$ cat src/hw/rtl/gmlf_mul.sv
`timescale 1ns / 1ps
// ----------------------------------------------------------------------------
// gmlf_mul: shared multiplier
// Unsigned multiply with a registered product, time-shared by the sequencer.
// ----------------------------------------------------------------------------
module gmlf_mul #(
	parameter int A_W = 28,
	parameter int B_W = 27
) (
	input  logic                 clk,
	input  logic [A_W-1:0]       a,
	input  logic [B_W-1:0]       b,
	output logic [A_W+B_W-1:0]   p
);

	always_ff @(posedge clk) begin
		p <= a * b;
	end

endmodule

$ cat config.mk
export PLATFORM = sky130hd
export DESIGN_NAME = gmlf_mul
export DESIGN_NICKNAME = d
export VERILOG_FILES = /design/src/hw/rtl/gmlf_mul.sv
export SDC_FILE = /design/constraint.sdc
export NUM_CORES = 2
export LEC_CHECK = 0
export BUFFER_PORTS_ARGS = -buffer_cell sky130_fd_sc_hd__clkbuf_2
export CAP_MARGIN = 10
export CORE_AREA = 2 2 242 244
export CTS_CLUSTER_DIAMETER = 40
export CTS_CLUSTER_SIZE = 40
export DETAILED_ROUTE_END_ITERATION = 8
export DIE_AREA = 0 0 244 246
export GPL_ROUTABILITY_DRIVEN = 0
export SLEW_MARGIN = 20
export SYNTH_ARGS = -nofsm -noshare
export SYNTH_HDL_FRONTEND = slang
export SYNTH_SLANG_ARGS = --single-unit
$ cat constraint.sdc
create_clock -name clk -period 10 [get_ports clk]
set_input_delay 3 -clock clk [delete_from_list [all_inputs] [get_ports clk]]
set_output_delay 3 -clock clk [all_outputs]
set_load 0.01 [all_outputs]
==> flow_summary_export.csv <==
group,metric,value,unit
outcome,status,"complete, no violations",
global_routing,grt_pass1_vias,21200,
detailed_routing,routed_via_density,5.15,
timing,max-slew-margin-rel,58.2,%
detailed_routing,wl_per_cell,18.7,µm
finish,reg_top3,"p x55",
min_path,worstHoldStart,"a[0]",
global_routing,antenna_found_initial,1,
clock_network,cts_buffers,5,
critical_path,end_kind,"flip-flop",
clock_network,cts_hold_buf,0,
floorplanning,coreArea,57400,µm²
critical_path,path_class,"in2reg",
yosys,synth_warnings,0,
clock_network,cts_max_path_buffers,2,
global_routing,grt-ovfl-total,0,
critical_path,worst_path_dominant_cell_family,"adder cells",
yosys,synth_edf_count,0,
placed_design,hpwlAfterDp,59.4,mm
timing,tns,0,ns
critical_path,cp_slowest_cell,"fa_1",
critical_path,cp.required,10.20,ns
finish,largest_reg_flops,55,
finish,fill_cells,5485,
yosys,synth_area,25500,µm²
yosys,netlist.area_leader.share,50.9,%
min_path,hold_path.class,"in2reg",
timing,rsz0062_at_grt,"no",
yosys,syn-num-nets,3773,
timing,max_freq,103,MHz
finish,finalNetCount,3800,
detailed_routing,vias,18900,
timing,period_minus_slack,9.73,ns
floorplanning,die_h,246,µm
timing,setup_violations,0,
floorplanning,die_area,60000,µm²
critical_path,cpMostUsedCell,"fa_1",
critical_path,critPathBufInv,6,
clock_network,path_clk_slew,0.08,ns
floorplanning,pin_count,111,
finish,syn2layout_area_growth,6.54,%
global_routing,grt_max_degree,26,
flow_run,cap_viol_max_count,0,
yosys,ys_async_sr_fraction,0,%
clock_network,cts.sinks,55,
floorplanning,initial_core_util,44.5,%
critical_path,cp-start-kind,"primary input",
detailed_routing,drtPass1Iterations,5,
detailed_routing,drc_errors,0,
clock_network,htree_levels,2,
critical_path,cp-startpoint,"b[6]",
timing,period_share,97.3,%
clock_network,root_buffer,"clkbuf_16",
timing,hold_violations,0,
critical_path,arrival,9.93,ns
timing,slew_violations,0,
clock_network,tritoncts,"built",
yosys,ys_ff_latch,55,
finish,drive_above_1_share,7.37,%
finish,antenna_cells,0,
floorplanning,rows,88,
finish,fin_util,47.4,%
yosys,synthTopCellsByArea,"fa_1, inv_1, ha_1",
global_routing,grt_first_pass_wirelength,112,mm
yosys,synth-main-ff-cell,"dfxtp_1",
critical_path,max_stage_delay,0.57,ns
yosys,ys_types,57,
yosys,ys_seq_area_share,4.31,%
detailed_routing,antenna_left,0,
timing,worst_pin_slew,0.627,ns
yosys,syn_area_per_cell,8.89,µm²
detailed_routing,dr.first_iter.drc_count,1050,
floorplanning,die_w,244,µm
yosys,syn_inst,2874,
critical_path,path_cells,"clkbuf_2, nand2_1, fa_1, inv_1, fa_1, inv_1, fa_1, fa_1, inv_1, fa_1, fa_1, inv_1, fa_1, inv_1, ha_1, a21oi_1, nand2_1, a21oi_1, o21ai_0, nor4_1, nor2_1, a31oi_2, o21ai_0, xor2_1",
critical_path,worstPathMaxFanout,21,
placed_design,port-buffer-count,110,
global_routing,grt_use_total,24.0,%
finish,top_register,"p",
detailed_routing,drt-total-wl,68.6,mm
yosys,synth_largest_area_cell,"fa_1",
==> routing by layer <==
| layer | part of all wire (%) | track usage [%] |
|---|---|---|
| met5 | 0 | 0 |
| met4 | 6.4 | 13.4 |
| met3 | 3.9 | 2.06 |
| met2 | 53 | 44.2 |
| met1 | 37 | 27.4 |
==> logic make-up after synthesis <==
family	Yosys count	share of synthesized area (%)
buffers and inverters	886	13.0
and+or+nand+nor	881	16.3
AOI/OAI and AO/OA	160	4.29
DFF	55	4.31
xor gates and xnor gates	49	1.68
adders and majority gates	843	60.4
==> path summary, 6_finish.rpt <==
kind       endpoint  slack [ns]  depth (start not counted)
min    p[0]$_DFF_P_        3.32                          2
max   p[52]$_DFF_P_        0.27                         24
==> cell usage in the layout (no fill, tap or decap), types with 4 or more instances in the layout <==
master / n
xor2_1: 12
buf_2: 4
o21bai_1: 12
a31oi_1: 8
xnor2_1: 37
fa_1: 649
ha_1: 194
o21ai_0: 23
o21ai_1: 4
and2_1: 296
dfxtp_1: 55
inv_1: 717
clkbuf_4: 4
a41oi_1: 4
a21oi_1: 51
nor2_1: 26
clkbuf_2: 102
o21a_1: 7
buf_4: 76
clkbuf_16: 5
and3_1: 7
nor3_1: 4
nand4_1: 9
nand2_1: 508
nand3_1: 15
a21o_1: 19
==> timing repair <==
action,4_1_cts,5_1_grt
resized for setup,0,14
setup buffers,0,0
endpoints found under the setup margin,0,5
==> synth_stat cells (7+ instances only) <==
master / count
inv_1: 717
fa_1: 649
nand2_1: 508
and2_1: 296
ha_1: 194
clkbuf_1: 164
dfxtp_1: 55
a21oi_1: 51
xnor2_1: 37
nor2_1: 26
o21ai_0: 23
a21o_1: 19
nand3_1: 15
o21bai_1: 12
xor2_1: 12
a31oi_1: 9
nand4_1: 9
and3_1: 7
o21a_1: 7
==> per-stage QoR <==
| step | instance area (µm²) | setup slack [ns] | cells | hold slack, ns |
|---|---|---|---|---|
| 2_1_floorplan | 25500 | 0.634 | 2874 | 3.12 |
| 3_3_place_gp | 27000 | -0.00865 | 3659 | 3.39 |
| 3_5_place_dp | 27000 | -0.105 | 3659 | 3.39 |
| 4_1_cts | 27200 | 0.215 | 3667 | 3.31 |
| 5_1_grt | 27200 | 0.0133 | 3667 | 3.34 |
| 6_report | 27200 | 0.266 | 3667 | 3.32 |
==> area by class of cell <==
cell class                      instances  area, µm²  share of cell area [%]
Clock buffer                            5        125                   0.460
Timing Repair Buffer                  189       1190                    4.38
Inverter                              717       2690                    9.89
Clock inverter                          3       22.5                  0.0827
Multi-Input combinational cell       1933      21100                    77.6
Sequential cell                        55       1100                    4.05
Tap cell                              765        957                    3.52
Power is not shown: default switching activity piles up to over one toggle a cycle in this logic, so the estimate is an artifact.
