[src/hw/rtl/gmlf_ram.sv]
`timescale 1ns / 1ps
// ----------------------------------------------------------------------------
// gmlf_ram: single write, single read memory
// One write port and one read port with registered read data.
// ----------------------------------------------------------------------------
module gmlf_ram #(
	parameter int WIDTH  = 16,
	parameter int ADDR_W = 8
) (
	input  logic              clk,
	input  logic              we,
	input  logic [ADDR_W-1:0] waddr,
	input  logic [WIDTH-1:0]  wdata,
	input  logic [ADDR_W-1:0] raddr,
	output logic [WIDTH-1:0]  rdata
);

	logic [WIDTH-1:0] mem_q [1 << ADDR_W];

	always_ff @(posedge clk) begin
		if (we) begin
			mem_q[waddr] <= wdata;
		end
		rdata <= mem_q[raddr];
	end

endmodule

[config.mk]
export PLATFORM = sky130hd
export DESIGN_NAME = gmlf_ram
export DESIGN_NICKNAME = d
export VERILOG_FILES = /design/src/hw/rtl/gmlf_ram.sv
export SDC_FILE = /design/constraint.sdc
export NUM_CORES = 2
export LEC_CHECK = 0
export BUFFER_PORTS_ARGS = -buffer_cell sky130_fd_sc_hd__buf_2
export CORE_MARGIN = 8
export CORE_UTILIZATION = 30
export CTS_CLUSTER_SIZE = 25
export DETAILED_ROUTE_END_ITERATION = 16
export SYNTH_ARGS = -nofsm -noshare
export SYNTH_HDL_FRONTEND = slang
export SYNTH_SLANG_ARGS = --single-unit
[constraint.sdc]
create_clock -name clk -period 3.68 [get_ports clk]
set_input_delay 0.368 -clock clk [delete_from_list [all_inputs] [get_ports clk]]
set_output_delay 0.368 -clock clk [all_outputs]
set_load 0.01 [all_outputs]
==> flow_summary.yaml <==
status:
  run_status: "complete, no violations"
global_route:
  grt_start_max_net_pins: 140
  grt_antenna_before_repair: 33
  grt_first_pass_wirelength_mm: 613
  track_usage_pct: 15.2
  grt_overflow_total: 0
  grt_pass1_vias: 80200
timing:
  hold-worst-slack_ns: 0.0231
  max_slew.worst_pin.slew_ns: 1.40
  period_share_pct: 83.6
  slew_viol_final: 0
  final-hold-violation-count: 0
  period_minus_slack_ns: 3.08
  fmax_ghz: 0.325
  final.setup.tns_ns: 0
  final-setup-viol-count: 0
  fin_worst_skew_ns: 0.0599
  relSlewSlack_pct: 5.99
  setup_repair_after_global_routing_missed_its_margin: "no"
clock_tree:
  cts-htree-levels: 5
  clock_tree_from_tritoncts: "built"
  clock_sinks: 4112
  clock_root_buffer: "clkbuf_16"
  cts_max_path_buffers: 4
  hold_buffers: 10
  clk_pin_slew_worst_paths_ns: 0.06
  cts-buffers-inserted: 410
  worstSkewPairLatency_ns: 0.97
  post_cts.resized_instances: 0
  post_cts.repair.setup_buffers: 0
placed_design:
  routabilityCongestion: 0.832
  detailed_placement_wirelength_estimate_mm: 265
  post-place-cells: 14700
  portBuffers: 49
synth:
  asyncSetResetFlopFracSynth_pct: 0
  fraction_of_synthesized_cell_area_taken_by_the_top_area_cell_type_pct: 77.5
  yosys_register_bits: 4112
  postSynthNetCount: 7394
  synth.area.top_cells: "edfxtp_1 77%, mux4_2 11%, mux2i_1 3.6%"
  synth_area_per_cell_sq_um: 21.6
  edff_count_synth: 4096
  seq_area_frac_synth_pct: 77.7
  ys_warn_count: 0
  synth_area_leader_cell: "edfxtp_1"
  post_synth_num_cell_types: 52
  syn_area_sq_um: 159000
  dominantRegCellSynth: "edfxtp_1"
  netlist_instances: 7360
worst_hold_path:
  min_path_type: "in2reg"
  whs_path_depth: 1
critical_path:
  required_ns: 4.49
  timing.critical_path.mode_cell: "mux4_2"
  crit_cells: 6
  reg2reg_depth: 6
  worst-path-max-fanout: 1
  path_class: "reg2reg"
  crit_path_end_kind: "register"
  start_kind: "register"
  timing.critical_path.slowest_stage_cell: "o32ai_1"
  worstPathBufferInverterCount: 1
  critical-path-max-stage-delay_ns: 0.86
  crit_arrival_ns: 3.88
  critPathTopFamily: "compound AO/OA/AOI/OAI gates"
  crit_path_cell_trace: "mux4_2 -> mux4_2 -> a22o_1 -> o32ai_1 -> buf_4 -> nor4_1"
finish:
  layoutNonFillerInstCount: 15400
  post-route-util_pct: 35.1
  drive_above_1_share_pct: 27.3
  final_common_cell: "edfxtp_1"
  areaGrowthSynthToFinish_pct: 16.7
  leading_cell_types_in_the_layout_fill_and_taps_excluded: "4096 x edfxtp_1, 797 x mux4_2, 610 x buf_4"
  fillerInstances: 48400
  final_nets: 8114
detailed_routing:
  detail_route.vias_per_cell: 5.18
  wirelength_mm: 436
  drt_pre_antenna_iters: 6
  drc: 0
  wl_per_cell_um: 28.3
  dr_total_vias: 79900
  drt_iter0_drc: 9530
  antenna_violating_nets_post_route: 0
pwr:
  power_per_cell_area_nw_per_um2: 531
  power.static_leakage_nw: 58.3
  design_power_total_mw: 98.5
  ir_worst_vdd_uv: 423
job:
  drv_cap: 0
die:
  die_w_um: 743
  die_h_um: 743
  rows: 267
  io-pin-count: 50
  initial_utilization_pct: 30.1
  fp.dieArea_sq_um: 553000
  fp.coreArea_sq_um: 528000
==> per-layer routing <==
metal,wire length [um],up-vias,GRT usage (%)
met2,206000,3825,24.6
li1,-,32800,-
met1,173000,42600,20.4
met4,16700,18,5.18
met5,122,-,0
met3,40800,706,3.35
==> cell usage after synthesis, types with 9 or more instances <==
master	number
o21ai_0	37
mux4_2	797
a221oi_1	28
edfxtp_1	4096
buf_2	76
mux2i_1	565
buf_6	77
nand3_1	35
o32ai_1	20
nor2_1	304
a22o_1	32
dfxtp_1	16
a22oi_1	43
a21oi_1	175
nor4_1	17
a211oi_1	18
clkbuf_1	230
o221ai_1	252
mux2_2	88
buf_8	11
buf_4	26
o22ai_1	148
nand2_1	38
and3_1	11
o31ai_1	16
nor3_1	92
nor2b_1	9
nand4_1	26
buf_1	27
==> final cells by class <==
| class | count | area (sq um) | area share, % |
|---|---|---|---|
| inverters | 4 | 27.5 | 0.0149 |
| clock buffers | 479 | 10600 | 5.75 |
| multi-input cells | 2792 | 32900 | 17.8 |
| diodes | 21 | 52.6 | 0.0284 |
| well taps | 6994 | 8750 | 4.72 |
| flip-flops and latches | 4112 | 123000 | 66.6 |
| repair buffers | 760 | 6930 | 3.74 |
| clock inverters | 271 | 2650 | 1.43 |
==> where the power goes <==
group	internal, mW	switching, mW	leakage (nW)	total (mW)
registers	51.6	0.121	36.9	51.7
clock network	24.0	17.6	6.48	41.6
logic	1.83	3.32	14.9	5.15
==> logic make-up (layout without fill, tap and decap cells) <==
| logic type | after synthesis | after routing | synth area share, % |
|---|---|---|---|
| flops | 4112 | 4112 | 77.7 |
| mux | 1450 | 1450 | 15.5 |
| compound gates | 786 | 786 | 3.54 |
| simple gates | 556 | 556 | 1.57 |
| buf+inv | 456 | 1514 | 1.69 |
| other cells | 0 | 21 | 0 |
==> sequential cells by signal, summed over array words and instances (netlist names) <==
signal and count:
rdata 16, mem_q 4096
==> worst paths after layout <==
path	end	slack, ns	startpoint
hold / removal	mem_q[120][3]$_DFFE_PP_	0.02	wdata[3]
setup reg to reg	rdata[9]$_DFF_P_	0.60	mem_q[24][9]$_DFFE_PP_
hold reg to reg	rdata[14]$_DFF_P_	1.05	mem_q[232][14]$_DFFE_PP_
setup / recovery	rdata[9]$_DFF_P_	0.60	mem_q[24][9]$_DFFE_PP_
==> through the flow <==
step | cell area (sq um) | setup WS [ns]
after floorplan | 159000 | 1.15
after global placement | 172000 | -0.596
after detailed placement | 172000 | -0.383
after CTS | 185000 | 0.487
after global routing | 185000 | 0.555
final | 185000 | 0.604
No activity file was read; power rests on OpenSTA's default activity.
